## src/design/alu_with_flags_32bit_unit_assert.svh

```systemverilog
// ----------------------------------------------------------------------------
// alu assertion macros
// shared concurrent assertion forms for the alu block
// ----------------------------------------------------------------------------
`ifndef ALU_WITH_FLAGS_32BIT_UNIT_ASSERT_SVH
`define ALU_WITH_FLAGS_32BIT_UNIT_ASSERT_SVH

// consequent holds in the same cycle as the antecedent
`define ALU_ASSERT_SAME(label, clk, rst_n, ante, cons) \
    label: assert property (@(posedge clk) disable iff (!rst_n) (ante) |-> (cons)) \
        else $error("alu assertion failed");

// consequent holds in the cycle after the antecedent
`define ALU_ASSERT_NEXT(label, clk, rst_n, ante, cons) \
    label: assert property (@(posedge clk) disable iff (!rst_n) (ante) |=> (cons)) \
        else $error("alu assertion failed");

`endif

```

## src/design/alu32_pkg.sv

```systemverilog
// ----------------------------------------------------------------------------
// alu32 package
// widths, operation codes and the result bundle of the 32-bit alu
// ----------------------------------------------------------------------------
`timescale 1ns / 1ps

package alu32_pkg;

    localparam int DATA_W  = 32;
    localparam int OP_W    = 4;
    localparam int SHAMT_W = 5;
    localparam int WIDE_W  = 2 * DATA_W;

    // operation codes
    typedef enum logic [OP_W-1:0] {
        OP_ADD = 4'd0,
        OP_SUB = 4'd1,
        OP_AND = 4'd2,
        OP_OR  = 4'd3,
        OP_XOR = 4'd4,
        OP_NOT = 4'd5,
        OP_SHL = 4'd6,
        OP_SHR = 4'd7,
        OP_ROL = 4'd8,
        OP_ROR = 4'd9
    } t_alu_op;

    // result value with its flags
    typedef struct packed {
        logic [DATA_W-1:0] result_value;
        logic              zero_flag;
        logic              negative_flag;
        logic              carry_flag;
        logic              overflow_flag;
    } t_alu_result;

endpackage

```

## src/design/alu32_if.sv

```systemverilog
// ----------------------------------------------------------------------------
// alu32 channel interfaces
// valid/ready request and response channels of the alu
// ----------------------------------------------------------------------------
`timescale 1ns / 1ps

// request channel: operation and operands
interface alu32_req_if;
    logic                          valid;
    logic                          ready;
    logic [alu32_pkg::OP_W-1:0]    operation;
    logic [alu32_pkg::DATA_W-1:0]  operand_a;
    logic [alu32_pkg::DATA_W-1:0]  operand_b;

    modport source (output valid, output operation, output operand_a,
                    output operand_b, input ready);
    modport sink   (input valid, input operation, input operand_a,
                    input operand_b, output ready);
endinterface

// response channel: result and flags
interface alu32_rsp_if;
    logic                          valid;
    logic                          ready;
    logic [alu32_pkg::DATA_W-1:0]  result_value;
    logic                          zero_flag;
    logic                          negative_flag;
    logic                          carry_flag;
    logic                          overflow_flag;

    modport source (output valid, output result_value, output zero_flag,
                    output negative_flag, output carry_flag,
                    output overflow_flag, input ready);
    modport sink   (input valid, input result_value, input zero_flag,
                    input negative_flag, input carry_flag,
                    input overflow_flag, output ready);
endinterface

```

## src/design/alu_with_flags_32bit_unit.sv

```systemverilog
// ----------------------------------------------------------------------------
// alu_with_flags_32bit_unit
// 32-bit alu with zero, negative, carry and overflow flags
// path: a request passes the input reg and then the result reg before the response is valid
// throughput: 1 request per cycle unless the response stalls, set by the single-pass core between the regs
// a stalled response keeps one more request in the input register
// reset: synchronous active-low i_rst_n clears both stage valid bits
// ----------------------------------------------------------------------------
`timescale 1ns / 1ps
`include "alu_with_flags_32bit_unit_assert.svh"

module alu_with_flags_32bit_unit (
    input  logic         i_clk,
    input  logic         i_rst_n,
    alu32_req_if.sink    i_req,
    alu32_rsp_if.source  o_rsp
);

    logic                         s1_ready;
    logic                         s2_ready;
    logic                         r_s1_valid;
    logic                         n_s1_valid;
    logic [alu32_pkg::OP_W-1:0]   r_s1_op;
    logic [alu32_pkg::DATA_W-1:0] r_s1_a;
    logic [alu32_pkg::DATA_W-1:0] r_s1_b;
    logic                         r_s2_valid;
    logic                         n_s2_valid;
    alu32_pkg::t_alu_result       r_s2_res;
    alu32_pkg::t_alu_result       core_res;

    // stage ready chain
    assign s2_ready    = !r_s2_valid || o_rsp.ready;
    assign s1_ready    = !r_s1_valid || s2_ready;
    assign i_req.ready = s1_ready;

    // next valid bits
    always_comb begin
        n_s1_valid = r_s1_valid;
        if (s1_ready) begin
            n_s1_valid = i_req.valid;
        end
        n_s2_valid = r_s2_valid;
        if (s2_ready) begin
            n_s2_valid = r_s1_valid;
        end
    end

    // valid registers
    always_ff @(posedge i_clk) begin
        if (!i_rst_n) begin
            r_s1_valid <= 1'b0;
            r_s2_valid <= 1'b0;
        end else begin
            r_s1_valid <= n_s1_valid;
            r_s2_valid <= n_s2_valid;
        end
    end

    // input register captures the request
    always_ff @(posedge i_clk) begin
        if (i_req.valid && s1_ready) begin
            r_s1_op <= i_req.operation;
            r_s1_a  <= i_req.operand_a;
            r_s1_b  <= i_req.operand_b;
        end
    end

    // alu datapath
    alu32_core u_core (
        .i_operation (r_s1_op),
        .i_operand_a (r_s1_a),
        .i_operand_b (r_s1_b),
        .o_result    (core_res)
    );

    // result register
    always_ff @(posedge i_clk) begin
        if (r_s1_valid && s2_ready) begin
            r_s2_res <= core_res;
        end
    end

    // response outputs
    assign o_rsp.valid         = r_s2_valid;
    assign o_rsp.result_value  = r_s2_res.result_value;
    assign o_rsp.zero_flag     = r_s2_res.zero_flag;
    assign o_rsp.negative_flag = r_s2_res.negative_flag;
    assign o_rsp.carry_flag    = r_s2_res.carry_flag;
    assign o_rsp.overflow_flag = r_s2_res.overflow_flag;

    // assertions
    `ALU_ASSERT_NEXT(a_req_loads_s1, i_clk, i_rst_n, i_req.valid && s1_ready, r_s1_valid)
    `ALU_ASSERT_NEXT(a_s1_holds, i_clk, i_rst_n, r_s1_valid && !s2_ready, r_s1_valid && $stable(r_s1_op) && $stable(r_s1_a) && $stable(r_s1_b))
    `ALU_ASSERT_NEXT(a_drain, i_clk, i_rst_n, r_s2_valid && o_rsp.ready && !r_s1_valid, !r_s2_valid)
    `ALU_ASSERT_SAME(a_zero_flag, i_clk, i_rst_n, r_s2_valid, r_s2_res.zero_flag == (r_s2_res.result_value == '0))

endmodule

```

## src/design/alu32_core.sv

```systemverilog
// ----------------------------------------------------------------------------
// alu32 core
// combinational datapath: arithmetic, logic, shifts, rotates and flags
// ----------------------------------------------------------------------------
`timescale 1ns / 1ps

module alu32_core (
    input  logic [alu32_pkg::OP_W-1:0]   i_operation,
    input  logic [alu32_pkg::DATA_W-1:0] i_operand_a,
    input  logic [alu32_pkg::DATA_W-1:0] i_operand_b,
    output alu32_pkg::t_alu_result       o_result
);

    logic [alu32_pkg::DATA_W-1:0]  addend;
    logic [alu32_pkg::DATA_W:0]    sum;
    logic                          carry_into_msb;
    logic [alu32_pkg::SHAMT_W-1:0] amount;
    logic [alu32_pkg::WIDE_W-1:0]  wide_left;
    logic [alu32_pkg::WIDE_W-1:0]  wide_right;
    logic                          out_left;
    logic                          out_right;
    logic [alu32_pkg::DATA_W-1:0]  res;
    logic                          cy;
    logic                          ov;

    // adder: subtract adds the two's complement of b
    always_comb begin
        addend = i_operand_b;
        if (alu32_pkg::t_alu_op'(i_operation) == alu32_pkg::OP_SUB) begin
            addend = ~i_operand_b + alu32_pkg::DATA_W'(1);
        end
        sum = {1'b0, i_operand_a} + {1'b0, addend};
        carry_into_msb = sum[alu32_pkg::DATA_W-1] ^ i_operand_a[alu32_pkg::DATA_W-1]
                         ^ addend[alu32_pkg::DATA_W-1];
    end

    // double-width shifter views; out-of-word bits give the carry
    always_comb begin
        amount     = i_operand_b[alu32_pkg::SHAMT_W-1:0];
        wide_left  = {{alu32_pkg::DATA_W{1'b0}}, i_operand_a} << amount;
        wide_right = {i_operand_a, {alu32_pkg::DATA_W{1'b0}}} >> amount;
        out_left   = |wide_left[alu32_pkg::WIDE_W-1:alu32_pkg::DATA_W];
        out_right  = |wide_right[alu32_pkg::DATA_W-1:0];
    end

    // operation select
    always_comb begin
        res = '0;
        cy  = 1'b0;
        ov  = 1'b0;
        case (alu32_pkg::t_alu_op'(i_operation))
            alu32_pkg::OP_ADD, alu32_pkg::OP_SUB: begin
                res = sum[alu32_pkg::DATA_W-1:0];
                cy  = sum[alu32_pkg::DATA_W];
                ov  = sum[alu32_pkg::DATA_W] ^ carry_into_msb;
            end
            alu32_pkg::OP_AND: res = i_operand_a & i_operand_b;
            alu32_pkg::OP_OR:  res = i_operand_a | i_operand_b;
            alu32_pkg::OP_XOR: res = i_operand_a ^ i_operand_b;
            alu32_pkg::OP_NOT: res = ~i_operand_a;
            alu32_pkg::OP_SHL: begin
                res = wide_left[alu32_pkg::DATA_W-1:0];
                cy  = out_left;
            end
            alu32_pkg::OP_SHR: begin
                res = wide_right[alu32_pkg::WIDE_W-1:alu32_pkg::DATA_W];
                cy  = out_right;
            end
            alu32_pkg::OP_ROL: begin
                res = wide_left[alu32_pkg::DATA_W-1:0]
                      | wide_left[alu32_pkg::WIDE_W-1:alu32_pkg::DATA_W];
                cy  = out_left;
            end
            alu32_pkg::OP_ROR: begin
                res = wide_right[alu32_pkg::DATA_W-1:0]
                      | wide_right[alu32_pkg::WIDE_W-1:alu32_pkg::DATA_W];
                cy  = out_right;
            end
            default: begin
                res = '0;
            end
        endcase
    end

    // flag bundle
    always_comb begin
        o_result.result_value  = res;
        o_result.zero_flag     = (res == '0);
        o_result.negative_flag = res[alu32_pkg::DATA_W-1];
        o_result.carry_flag    = cy;
        o_result.overflow_flag = ov;
    end

endmodule

```

## src/flat_wrapper.sv

```systemverilog
// flat-port wrapper written by rule: the top's interface ports become plain ports
module alu_with_flags_32bit_unit_flat 
  (i_clk, i_rst_n, i_req_valid, i_req_operation, i_req_operand_a, i_req_operand_b, i_req_ready, o_rsp_valid, o_rsp_result_value, o_rsp_zero_flag, o_rsp_negative_flag, o_rsp_carry_flag, o_rsp_overflow_flag, o_rsp_ready);
  alu32_req_if i_req_i ();
  alu32_rsp_if o_rsp_i ();
  input  logic i_clk;
  input  logic i_rst_n;
  input wire logic [$bits(i_req_i.valid)-1:0] i_req_valid;
  input wire logic [$bits(i_req_i.operation)-1:0] i_req_operation;
  input wire logic [$bits(i_req_i.operand_a)-1:0] i_req_operand_a;
  input wire logic [$bits(i_req_i.operand_b)-1:0] i_req_operand_b;
  output wire logic [$bits(i_req_i.ready)-1:0] i_req_ready;
  output wire logic [$bits(o_rsp_i.valid)-1:0] o_rsp_valid;
  output wire logic [$bits(o_rsp_i.result_value)-1:0] o_rsp_result_value;
  output wire logic [$bits(o_rsp_i.zero_flag)-1:0] o_rsp_zero_flag;
  output wire logic [$bits(o_rsp_i.negative_flag)-1:0] o_rsp_negative_flag;
  output wire logic [$bits(o_rsp_i.carry_flag)-1:0] o_rsp_carry_flag;
  output wire logic [$bits(o_rsp_i.overflow_flag)-1:0] o_rsp_overflow_flag;
  input wire logic [$bits(o_rsp_i.ready)-1:0] o_rsp_ready;
  assign i_req_i.valid = i_req_valid;
  assign i_req_i.operation = i_req_operation;
  assign i_req_i.operand_a = i_req_operand_a;
  assign i_req_i.operand_b = i_req_operand_b;
  assign i_req_ready = i_req_i.ready;
  assign o_rsp_valid = o_rsp_i.valid;
  assign o_rsp_result_value = o_rsp_i.result_value;
  assign o_rsp_zero_flag = o_rsp_i.zero_flag;
  assign o_rsp_negative_flag = o_rsp_i.negative_flag;
  assign o_rsp_carry_flag = o_rsp_i.carry_flag;
  assign o_rsp_overflow_flag = o_rsp_i.overflow_flag;
  assign o_rsp_i.ready = o_rsp_ready;
  alu_with_flags_32bit_unit u_core (.i_clk(i_clk), .i_rst_n(i_rst_n), .i_req(i_req_i), .o_rsp(o_rsp_i));
endmodule
```

## config.mk

```make
export PLATFORM = sky130hd
export DESIGN_NAME = alu_with_flags_32bit_unit_flat
export DESIGN_NICKNAME = d
export VERILOG_FILES = /design/src/design/alu32_pkg.sv /design/src/design/alu32_if.sv /design/src/design/alu_with_flags_32bit_unit.sv /design/src/design/alu32_core.sv /design/src/flat_wrapper.sv
export VERILOG_INCLUDE_DIRS = /design/src /design/src/design
export SDC_FILE = /design/constraint.sdc
export NUM_CORES = 1
export LEC_CHECK = 0
export ABC_AREA = 1
export BUFFER_PORTS_ARGS = -buffer_cell sky130_fd_sc_hd__buf_2
export CORE_ASPECT_RATIO = 0.7
export CORE_MARGIN = 1.5
export CORE_UTILIZATION = 45
export CTS_CLUSTER_SIZE = 14
export DETAILED_ROUTE_END_ITERATION = 7
export PLACE_DENSITY_LB_ADDON = 0.15
export SETUP_SLACK_MARGIN = 0.3
export SLEW_MARGIN = 30
export SYNTH_ARGS = -nofsm -noshare
export SYNTH_HDL_FRONTEND = slang
export SYNTH_SLANG_ARGS = --single-unit
```

## constraint.sdc

```tcl
create_clock -name i_clk -period 4.45 [get_ports i_clk]
set_clock_uncertainty 0.1 [all_clocks]
set_input_delay 1.1125 -clock i_clk [delete_from_list [all_inputs] [get_ports i_clk]]
set_output_delay 1.1125 -clock i_clk [all_outputs]
set_load 0.02 [all_outputs]
```

### Word level (Yosys, flattened, before mapping)

Cells that the tools add are included.

* register bits after elaboration: 106
* input bits: 72
* output and inout bits: 38
* word-level logic and storage cells: 49

* muxes and demuxes: 3
* equal/unequal tests: 9
* shift-type cells: 2
* add/subtract/negate cells: 2
* reduce and logical (&&, ||, !) cells: 13
* bitwise operators: 10

Operators by type and width (count)
* 32-bit one-hot mux with 9 select lines: 1
* 32-bit bitwise OR: 3
* 32-bit inverter: 2
* 32-bit OR reduction: 2
* 32-bit by 5-bit left shift with 64-bit output: 1
* 64-bit by 5-bit right shift with 64-bit output: 1
* 32-bit by 32-bit adder with 33-bit output: 1
* 32-bit by 1-bit adder with 32-bit output (second input constant): 1
* 32-bit AND: 1
* 32-bit logical NOT: 1
* 32-bit two-way mux: 1
* 32-bit bitwise XOR: 1
* 4-bit by 3-bit equality test with 1-bit output (second input constant): 4
* 4-bit by 2-bit equality test with 1-bit output (second input constant): 2
* 4-bit equality test (second input constant): 2
* 2-bit OR reduction: 3
* 4-bit by 1-bit equality test with 1-bit output (second input constant): 1
* 4-bit logical NOT: 1
* 1-bit one-hot mux with 3 select lines: 1
* 1-bit bitwise XOR: 3
* 1-bit logical AND: 2
* 1-bit logical NOT: 2
* 1-bit logical OR: 2

### Longest topological paths before layout

Gate-level depths: netlist (run 1).

* word-level depth: 7
* gate-level depth with buffers: 32
* mapped depth without buffers: 29

### By module

A second synthesis (run 1) with hierarchy kept.

* cell total of the unflattened synthesis: 2207
* area total of the unflattened synthesis: 13803.2 um2

Modules (own cells, without submodules)
* alu32_core: instances 1, area each 10585.2 um2, cells an instance 2090
* alu_with_flags_32bit_unit: instances 1, area each 3218.1 um2, cells an instance 117

### Worst setup path after synthesis (run 1)

OpenSTA, ideal clock, no wires.

* path kind: reg2reg
* from: reg u_core.r_s1_b[1] (netlist bit)
* to: reg u_core.r_s2_res, in the netlist u_core.o_rsp.overflow_flag, data pin
* clock period less this slack: 3828 ps
* cell stages (with the launch flop): 28
* data arrival time: 3473 ps
* path slack: 622 ps
* buffers on the path: 3
* cell sequence: edfxtp_1 buf_6 clkinv_2 buf_6 buf_6 ha_1 inv_1 nor3_2 nand3_1 nor2_2 nand2_1 nor3_2 nand4_1 nor2_1 a31oi_1 xor2_1 ha_1 inv_1 nor3_1 inv_1 nor3_1 nand3_1 nand2_1 nand2_1 nand2_1 nand3_1 a21oi_1 nor2_1

* word-level cells in the longest chain between the ends: 7

RTL lines
* start, declared: line alu_with_flags_32bit_unit.sv:25 `logic [alu32_pkg::DATA_W-1:0] r_s1_b;`
* start signal, assigned: line alu_with_flags_32bit_unit.sv:64 `r_s1_b <= i_req.operand_b;`
* 32-bit inverter: line alu32_core.sv:30 `addend = ~i_operand_b + alu32_pkg::DATA_W'(1);`
* 32-bit by 1-bit adder with 32-bit output: line alu32_core.sv:30
* 32-bit two-way mux *: line alu32_core.sv:29 `if (alu32_pkg::t_alu_op'(i_operation) == alu32_pkg::OP_SUB) begin`
* 32-bit by 32-bit adder with 33-bit output: line alu32_core.sv:32 `sum = {1'b0, i_operand_a} + {1'b0, addend};`
* 1-bit bitwise XOR: line alu32_core.sv:33 `carry_into_msb = sum[alu32_pkg::DATA_W-1] ^ i_operand_a[alu32_pkg::DATA_W-1]`
* 1-bit bitwise XOR: line alu32_core.sv:34 `^ addend[alu32_pkg::DATA_W-1];`
* 1-bit bitwise XOR *: line alu32_core.sv:55 `ov = sum[alu32_pkg::DATA_W] ^ carry_into_msb;`
* end signal, assigned: line alu_with_flags_32bit_unit.sv:79 `r_s2_res <= core_res;`
* end, declared: line alu_with_flags_32bit_unit.sv:28 `alu32_pkg::t_alu_result r_s2_res;`

Mark *: on every way between the ends. The rest lies on a longest branch, timed or not.
A chain may end at the register's enable or synchronous reset.

==> metrics.md, run 1 <==
| Metric | Value |
|---|---|
| Status | complete, but fails checks |
| Failing checks | DRC |
| Drt total wl | 69710 microns |
| Power, Total | 3.966 mW |
| Cell taking the most area after synthesis | edfxtp_1 |
| Synth cell count leaders | nand3_1, nand2_1, inv_1 |
| Fin crit period | 4.209 ns |
| Sw Ratio | 46.54% |
| GR Overflow Total | 0 |
| Share of flip-flops with an asynchronous set or reset | 0% |
| Top cell type's share of synthesized area | 22.48% |
| Clock Path Buffers | 2 |
| Sequential share of power | 32.1% |
| I/O Pins | 110 |
| ANT cells | 0 |
| Fin nets | 2503 |
| Post-synth EDFFs | 103 |
| Post-DRT Antenna Nets | 0 |
| Row cnt | 53 |
| Clk slew on worst S/H paths | 0.07 ns |
| Min Hold Slack | 0.4435 ns |
| Clk sinks | 105 |
| Initial Utilization | 45.80% |
| Worst-case vdd ir drop | 0.1951 mV |
| Input/output buffers | 109 |
| Share of total power in the clock network | 21.0% |
| Die Wd | 212.0 microns |
| Slew Limit Fails | 0 |
| H-tree depth | 3 |
| Tot GR Track Use | 43.27% |
| Worst EP arrival | 4.36 ns |
| Combinational fraction of design power | 46.9% |
| Cell Pwr Density | 249.0 nW/um^2 |
| Worst skew pair latency | 0.39 ns |
| Ys Warns | 0 |
| Switching power | 1.846 mW |
| # DRC | 3 |
| Sequential share of the synthesized area | 22.77% |
| Placer Congestion | 1.110 |
| Number of buffers created by CTS | 9 |
| Die Height | 149.3 microns |
| Pin count of the biggest net entering global routing | 86 |
| DR WL/cell | 25.41 microns |
| Critical path endpoint category | register |
| DRT iter0 DRCs | 2820 |
| Via/cell ratio | 6.197 |
| Post-synth cell types | 48 |
| Post-synth net total | 2410 |
| Lkg Pwr | 7.733 nW |
| Count leader, synth | nand3_1 |
| Vias | 17000 |
| Core area | 30040 sq um |
| Final period util | 94.58% |
| Clock tree from TritonCTS | built |
| Synth Area per Inst | 6.161 sq um |
| Mapped Area | 13760 sq um |
| Placed Area | 14630 sq um |
| Layout area overhead | 15.76% |
| CP max FO | 5 |
| Largest cells by area after synthesis | edfxtp_1, nand3_1, nand2_1 |
| Number of global-route vias before repair | 14870 |
| Syn Inst Count | 2233 |
| #FFs+latches synth | 105 |
| Final setup fails | 0 |
| Filler instances | 3038 |
| Final Cell Area | 15930 sq um |
| Top FF cell, synth | edfxtp_1 |
| Final Hold Vio Count | 0 |
| Detailed placer's ending HPWL | 54730 microns |
| Worst Tran Pin Value | 1.015 ns |
| WS Path Type | register to register |
| RSZ-0062 raised after global routing | yes |
| Worst rel slew slack | 32.31% |
| MaxCap Viol Count | 0 |
| Hold WC Path Type | register to register |
| Worst endpoint required time | 4.60 ns |
| Core Util, Final | 53.01% |
| Internal power | 2.120 mW |
| Die area | 31650 sq um |
| First-pass DRT Iterations | 8 |
| Initial antenna violation count | 5 |
| Setup crit start kind | register |
| Cts hold-fix bufs | 0 |
| Share of cells above drive strength 1 | 17.07% |
| Maximum clock frequency | 237.6 MHz |
| Setup_tns | 0 ns |
| Clk root buf | clkbuf_16 |
| Wire length of the first global-routing pass | 97950 microns |
[layout by cell type, fill, tap and decap left out, drive strengths merged, types with 4 or more instances in the layout]
| cell | synthesis | final |
|---|---|---|
| a211oi | 4 | 4 |
| a21oi | 61 | 61 |
| a31oi | 5 | 5 |
| buf | 70 | 181 |
| clkbuf | 29 | 9 |
| clkinv | 1 | 5 |
| edfxtp | 103 | 103 |
| ha | 104 | 104 |
| inv | 237 | 240 |
| nand2 | 606 | 606 |
| nand3 | 579 | 579 |
| nand4 | 40 | 40 |
| nor2 | 200 | 200 |
| nor3 | 27 | 27 |
| o21ai | 101 | 101 |
| o22ai | 6 | 6 |
| xor2 | 30 | 30 |
[registers in the layout, summed over array words and instances (netlist names), 4 cells and up]
| signal | flops |
|---|---|
| u_core.r_s1_op | 4 |
| u_core.o_rsp.result_value | 31 |
| u_core.r_s1_b | 32 |
| u_core.r_s1_a | 32 |
[cell families after synthesis]
logic type	synth area share, %
AOI/OAI and AO/OA	7.394
DFF	22.77
xor gates and xnor gates	2.037
buffers and inverters	10.45
and+or+nand+nor	47.74
adders and majority gates	9.604
[path summary, 6_finish.rpt]
kind / startpoint / cells past startpoint / to / slack (ns)
setup reg to reg: u_core.r_s1_b[0] / 24 / u_core.o_rsp.zero_flag / 0.24
setup / recovery: u_core.r_s1_b[0] / 24 / u_core.o_rsp.zero_flag / 0.24
hold / removal: u_core.r_s1_valid / 2 / u_core.r_s1_valid / 0.44
hold reg to reg: u_core.r_s1_valid / 2 / u_core.r_s1_valid / 0.44
[routing by layer]
layer	track usage [%]	vias to the layer above	wire, microns
li1	-	7687	-
met1	62.49	7757	29690
met2	54.74	1356	25290
met3	19.54	187	11620
met4	15.96	10	3034
met5	0	-	73
[cell type report]
class	count	area (sq um)	area share, %
tap	412	515.5	3.237
clock buffer	9	225.2	1.414
sequential	105	3133	19.67
inverter	238	897.1	5.633
clock inverter	7	81.33	0.5107
multi-input combinational	1791	9923	62.31
timing repair buffer	181	1150	7.220
[stage by stage]
| step | std cells | setup slack (ns) |
|---|---|---|
| 6_report | 2743 | 0.2413 |
| 5_1_grt | 2743 | 0.09384 |
| 4_1_cts | 2725 | 0.3004 |
| 3_5_place_dp | 2697 | 0.07860 |
| 3_3_place_gp | 2697 | 0.1102 |
| 2_1_floorplan | 2233 | 0.6219 |
[what timing repair did]
item / CTS / global route
resized for setup: 27 / 175
buffers inserted: 12 / 17
pin swaps: 14 / 68
setup endpoints to repair: 3 / 15
[power groups by stage]
stage | Clock, mW | Sequential, mW | Combinational [mW]
after global routing | 0.886 | 1.27 | 1.98
final | 0.835 | 1.27 | 1.86
after CTS | 0.848 | 1.26 | 1.59
after floorplan | 0 | 1.26 | 1.01
after global placement | 0 | 1.29 | 1.56
after detailed placement | 0 | 1.29 | 1.56
[critical path: stages, from the launching register on]
cell and delay, ns:
edfxtp_1 0.45, buf_6 0.16, nor3_4 0.21, nand3_2 0.13, nor3_2 0.20, buf_4 0.20
nand4_1 0.11, o21ai_1 0.18, xor2_1 0.34, ha_2 0.39, nand2_1 0.07, nand2_1 0.10
inv_1 0.09, nand2_2 0.07, inv_1 0.06, nand2_1 0.11, inv_1 0.09, nand2_2 0.12
o21ai_4 0.21, nand3_2 0.11, nor2_4 0.19, nand2_1 0.09, nor2_2 0.12, nand3_1 0.08
nor2_1 0.09
Note: power is estimated with default switching activity, not from simulation.
==> run 2: changes to the inputs <==
--- a/config.mk
+++ b/config.mk
@@ -11,9 +11,12 @@
 export CORE_ASPECT_RATIO = 0.7
 export CORE_MARGIN = 1.5
 export CORE_UTILIZATION = 45
+export CTS_BUF_LIST = sky130_fd_sc_hd__clkbuf_8 sky130_fd_sc_hd__clkbuf_16
 export CTS_CLUSTER_SIZE = 14
 export DETAILED_ROUTE_END_ITERATION = 7
+export MAX_ROUTING_LAYER = met4
 export PLACE_DENSITY_LB_ADDON = 0.15
+export RECOVER_POWER = 50
 export SETUP_SLACK_MARGIN = 0.3
 export SLEW_MARGIN = 30
 export SYNTH_ARGS = -nofsm -noshare
==> run 2 against run 1 <==
The run ends with capacitance limit, slew limit left. First-iteration DRC count is 1.6% lower. Worst setup slack worse by 0.030 ns. Routed wire length is 1.9% higher. Register-to-register slack worse by 0.03 ns. Critical path depth is 4 higher. Fmax is 0.70% lower. Die area stayed put. Design area is 0.21% higher. Global-route usage is 2.1 points higher. Sequential power hardly changed.
==> metrics.md, run 2 (same netlist as run 1, synthesis figures left out) <==
| Metric | Value |
|---|---|
| Clk slew on worst S/H paths | 0.08 ns (about the same) |
| Post-DRT Antenna Nets | 0 (unchanged) |
| Worst-case vdd ir drop | 0.2898 mV (+48%) |
| Number of global-route vias before repair | 14840 (-0.17%) |
| Failing checks | capacitance limit, slew limit |
| Pin count of the biggest net entering global routing | 72 (-16%) |
| Share of cells above drive strength 1 | 17.10% (+0.027 points) |
| Tot GR Track Use | 45.38% (+2.1 points) |
| Final period util | 95.24% (+0.67 points) |
| Row cnt | 53 (unchanged) |
| Via/cell ratio | 6.231 (+0.56%) |
| Wire length of the first global-routing pass | 99770 microns (+1.9%) |
| Lkg Pwr | 7.711 nW (-0.28%) |
| Layout area overhead | 16.01% |
| Initial Utilization | 45.80% (unchanged) |
| Critical R2R Launch | u_core.r_s1_b[0] |
| Die Height | 149.3 microns (unchanged) |
| Die area | 31650 sq um (unchanged) |
| GR Overflow Total | 0 (unchanged) |
| Setup crit start kind | register |
| Drt total wl | 71010 microns (+1.9%) |
| Slowest library cell on the worst path | edfxtp_1 |
| Hold depth | 2 (unchanged) |
| WS Path Type | register to register |
| Vias | 17160 (+0.93%) |
| Critical path origin | u_core.r_s1_b[0] |
| RSZ-0062 raised after global routing | yes |
| Clk root buf | clkbuf_16 |
| Final Hold Vio Count | 0 (unchanged) |
| Worst Tran Pin Value | 1.844 ns (+0.8285 ns) |
| Initial antenna violation count | 2 (-3) |
| Input/output buffers | 109 (unchanged) |
| Clk sinks | 105 (unchanged) |
| Cts hold-fix bufs | 0 (unchanged) |
| Hold WC Path Type | register to register |
| Clock tree from TritonCTS | built |
| H-tree depth | 3 (unchanged) |
| Worst skew pair latency | 0.40 ns (about the same) |
| Detailed placer's ending HPWL | 55930 microns (+2.2%) |
| Crit path largest cell delay | 0.43 ns (-0.02 ns) |
| Final setup fails | 0 (unchanged) |
| Die Wd | 212.0 microns (unchanged) |
| DRT iter0 DRCs | 2774 (-1.6%) |
| First-pass DRT Iterations | 7 (-1) |
| Fin crit period | 4.238 ns (+0.02966 ns) |
| # DRC | 0 (-3) |
| CP max FO | 3 (-2) |
| Clock Path Buffers | 2 (unchanged) |
| Final Cell Area | 15960 sq um (+0.21%) |
| Worst r2r path cells | 28 (+17%) |
| Maximum clock frequency | 235.9 MHz (-0.70%) |
| Number of buffers created by CTS | 9 (unchanged) |
| Worst EP arrival | 4.38 ns (+0.02 ns) |
| Fin nets | 2511 (+0.32%) |
| Critical path endpoint category | register |
| Worst rel slew slack | -22.92% (-55 points) |
| Most frequent cells in the layout | nand3_1, nand2_1, inv_1 |
| Placed Area | 14620 sq um (about the same) |
| Commonest non-fill, non-tap cell in the layout | nand3_1 |
| DR WL/cell | 25.79 microns (+1.5%) |
| Slew Limit Fails | 69 (+69) |
| Hold path start | u_core.r_s1_valid |
| Setup_tns | 0 ns (unchanged) |
| I/O Pins | 110 (unchanged) |
| MaxCap Viol Count | 1 (+1) |
| Filler instances | 3024 (-0.46%) |
| Cell Pwr Density | 253.5 nW/um^2 (+1.8%) |
| Placer Congestion | 1.155 (+4.1%) |
| Worst endpoint required time | 4.59 ns (about the same) |
| Core area | 30040 sq um (unchanged) |
| Status | complete, but fails checks |
| Crit-path most repeated cell | nand2_1 |
[run 2: changes by cell type in the layout (fill, tap and decap cells not counted), moves of 4 or more]
cell and change:
a21oi_2 +6, a21oi_4 -4, buf_2 -4, buf_4 +9, clkbuf_1 +5, ha_2 -4, ha_4 +5, nand3_1 -7
nand3_2 +6, nor2_1 +8, nor2_2 -7
[run 2: routing by layer]
metal,global-route usage [%],wire length (microns)
met1,64.33,30100
met2,56.57,26010
met3,20.40,12450
met4,11.71,2455
met5,-,0
[run 2: critical path: cells and delay by family, from the launching register on]
kind,cells,cell delay [ns]
and+or+nand+nor,21,2.48
DFF,1,0.43
xor gates and xnor gates,1,0.17
AOI/OAI and AO/OA,1,0.12
buffers and inverters,3,0.26
adders and majority gates,2,0.50
[run 2: path summary, 6_finish.rpt]
kind	slack [ns]	end
max	0.21	u_core.o_rsp.zero_flag
min	0.39	u_core.o_rsp.valid
max reg2reg	0.21	u_core.o_rsp.zero_flag
min reg2reg	0.39	u_core.o_rsp.valid
[run 2: area by class of cell]
class	count	area, sq um	share of cell area, %
Inverter	238	900.9	5.645
Antenna cell	2	5.005	0.03136
Tap cell	412	515.5	3.230
Timing Repair Buffer	189	1154	7.229
Clock buffer	9	225.2	1.411
Clock inverter	7	96.34	0.6037
Sequential cell	105	3133	19.63
Multi-Input combinational cell	1791	9930	62.22
[run 2: where the power goes]
| group | switching [mW] | internal [mW] | total, mW |
|---|---|---|---|
| clock network | 0.460 | 0.412 | 0.871 |
| registers | 0.104 | 1.17 | 1.27 |
| logic | 1.33 | 0.568 | 1.90 |
[run 2: repair_timing]
item	4_1_cts	5_1_grt
gates resized for setup	52	144
pin swaps	32	78
endpoints found under the setup margin	3	19
setup buffers	19	18
[run 2: metrics by stage]
step	hold WS, ns	utilization, %	std cells	power, mW	worst slack [ns]
after global routing	0.4142	53.13	2753	4.198	0.02668
final	0.3905	53.13	2753	4.045	0.2116
after CTS	0.4323	50.76	2732	3.797	0.2885
after detailed placement	0.4200	48.66	2697	2.871	0.09518
after global placement	0.4050	48.66	2697	2.861	0.1879
after floorplan	0.3477	-	2233	2.276	0.6219
==> run 3: changes to the inputs <==
==> constraint.sdc (replaced) <==
create_clock -name i_clk -period 5.02 [get_ports i_clk]
set_clock_uncertainty 0.1 [all_clocks]
set_input_delay 1.255 -clock i_clk [delete_from_list [all_inputs] [get_ports i_clk]]
set_output_delay 1.255 -clock i_clk [all_outputs]
set_load 0.02 [all_outputs]
==> run 3 against run 2 <==
Critical endpoint unchanged. Global-route usage shrank 0.80 points. Via count shrank 1.8%. The run still ends with capacitance limit, slew limit left. Design area shrank 6.4%. Power fell by 17%. Fmax shrank 6.2%. Critical path depth fell by 9. Clock power fell by 15%. Register-to-register slack improved by 0.29 ns. First-iteration DRC count increased by 8.3%. Count of clock-buffer cells in the layout is the same. Largest power group unchanged. Flip-flop and latch count stayed put. Die area did not move.
==> metrics.md, run 3 (same netlist as run 1, synthesis figures left out) <==
| Metric | Value |
|---|---|
| Initial antenna violation count | 2 (unchanged) |
| Met2 WL post-DR | 24090 microns (-7.4%) |
| DRT iter0 DRCs | 3005 (+8.3%) |
| Slew Limit Fails | 19 (-72%) |
| Number of buffers created by CTS | 9 (unchanged) |
| Clock Path Buffers | 2 (unchanged) |
| Post-DRT Antenna Nets | 0 (unchanged) |
| H-tree depth | 3 (unchanged) |
| Initial Utilization | 45.80% (unchanged) |
| DP Worst Slack | 0.4685 ns (+0.3733 ns) |
| # DRC | 0 (unchanged) |
| Setup crit start kind | register |
| Maximum clock frequency | 221.2 MHz (-6.2%) |
| WS Path Type | register to register |
| Hold WC Path Type | register to register |
| WL met3 | 11890 microns (-4.4%) |
| Final period util | 90.05% (-5.2 points) |
| I/O Pins | 110 (unchanged) |
| Cell Pwr Density | 225.2 nW/um^2 (-11%) |
| Worst EP arrival | 4.66 ns (+0.28 ns) |
| Power, Total | 3.363 mW (-17%) |
| Detailed placer's ending HPWL | 55630 microns (-0.53%) |
| RSZ-0062 raised after global routing | no |
| Drt total wl | 69070 microns (-2.7%) |
| Share of cells above drive strength 1 | 9.646% (-7.5 points) |
| Setup_tns | 0 ns (unchanged) |
| Critical path endpoint category | register |
| MaxCap Viol Count | 1 (unchanged) |
| Worst rel slew slack | -6.194% (+17 points) |
| Worst Tran Pin Value | 1.593 ns (-0.2509 ns) |
| First-pass DRT Iterations | 7 (unchanged) |
| Clk sinks | 105 (unchanged) |
| Row cnt | 53 (unchanged) |
| Vias | 16850 (-1.8%) |
| Worst setup margin | 0.4996 ns (+0.2880 ns) |
| Die area | 31650 sq um (unchanged) |
| DRT met1 WL | 30660 microns (+1.9%) |
| Placed Area | 14490 sq um (-0.86%) |
| Core area | 30040 sq um (unchanged) |
| Wire length of the first global-routing pass | 97660 microns (-2.1%) |
| Pin count of the biggest net entering global routing | 93 (+29%) |
| Final setup fails | 0 (unchanged) |
| Worst endpoint required time | 5.16 ns (+0.57 ns) |
| Input/output buffers | 109 (unchanged) |
| Core Util, Final | 49.71% (-3.4 points) |
| Finished Layout Cells | 2705 (-1.7%) |
| DR WL/cell | 25.53 microns (-1.0%) |
| Final Cell Area | 14930 sq um (-6.4%) |
| DR top layer | met4 |
| Worst-case vdd ir drop | 0.1895 mV (-35%) |
| Most frequent cells in the layout | nand3_1, nand2_1, inv_1 |
| Fin crit period | 4.520 ns (+0.2820 ns) |
| Via/cell ratio | 6.230 (about the same) |
| Clk slew on worst S/H paths | 0.07 ns (about the same) |
| Die Wd | 212.0 microns (unchanged) |
| Min Hold Slack | 0.3876 ns (-0.002996 ns) |
| Tot GR Track Use | 44.58% (-0.80 points) |
| Clk root buf | clkbuf_16 |
| Status | complete, but fails checks |
| Number of global-route vias before repair | 14350 (-3.3%) |
| Fin nets | 2463 (-1.9%) |
| Lkg Pwr | 7.267 nW (-5.8%) |
| GR Overflow Total | 0 (unchanged) |
| Worst skew pair latency | 0.38 ns (-0.02 ns) |
| CP max FO | 19 (+16) |
| Failing checks | capacitance limit, slew limit |
| Placed cell count | 2682 (-0.56%) |
| Final Hold Vio Count | 0 (unchanged) |
| Die Height | 149.3 microns (unchanged) |
| Clock tree from TritonCTS | built |
| Placer Congestion | 1.159 (+0.33%) |
| Layout area overhead | 8.550% |
run 3: cell count changes in the layout (fill, tap and decap cells not counted), moves of 18 or more:
| cell | previous run | this run |
|---|---|---|
| buf_4 | 73 | 28 |
| nand2_1 | 543 | 573 |
| nand2_2 | 46 | 26 |
| nand3_1 | 553 | 573 |
| nor2_1 | 167 | 187 |
| nand3_2 | 25 | 6 |
| buf_2 | 105 | 87 |
| clkbuf_1 | 5 | 23 |
run 3: layout make-up:
cell class | instances | area, sq um
clock inverter | 7 | 88.84
fill | 3177 | 15110
antenna | 2 | 5.005
clock buffer | 9 | 225.2
sequential | 105 | 3133
inverter | 238 | 897.1
tap | 412 | 515.5
timing repair buffer | 141 | 765.7
multi-input combinational | 1791 | 9303
run 3: worst paths after layout:
kind                            slack (ns)               from                      to  depth (start not counted)
worst max-delay path                  0.50   u_core.r_s1_b[0]  u_core.o_rsp.zero_flag                         19
worst min-delay path                  0.39  u_core.r_s1_valid      u_core.o_rsp.valid                          2
worst max register to register        0.50   u_core.r_s1_b[0]  u_core.o_rsp.zero_flag                         19
worst min register to register        0.39  u_core.r_s1_valid      u_core.o_rsp.valid                          2
run 3: metal layers:
metal / global-route usage [%] / vias to the layer above
li1: - / 7615
met1: 65.26 / 7745
met2: 53.38 / 1342
met3: 18.76 / 149
met4: 12.82 / 0
met5: - / -
run 3: what timing repair did:
| item | CTS | global route |
|---|---|---|
| buffers inserted | 0 | 4 |
| resized for setup | 0 | 34 |
| endpoints found under the setup margin | 0 | 2 |
| hold buffers | 0 | 0 |
run 3: critical path, stage by stage, from the launching register on:
cell,delay [ns]
edfxtp_1,0.48
buf_6,0.22
nor3_4,0.25
nand3_1,0.18
nor3_2,0.17
buf_4,0.17
a21oi_1,0.07
xor2_1,0.26
ha_1,0.33
nand2_1,0.10
inv_1,0.06
a21oi_1,0.29
nand3_1,0.35
o21ai_0,0.44
nand4_1,0.19
nor2_2,0.31
nand2_1,0.09
nor2_1,0.12
nand3_1,0.09
nor2_1,0.11
run 3: power by group:
part           internal [mW]  switching, mW
registers               1.04         0.0971
logic                  0.403           1.08
clock network          0.361          0.382
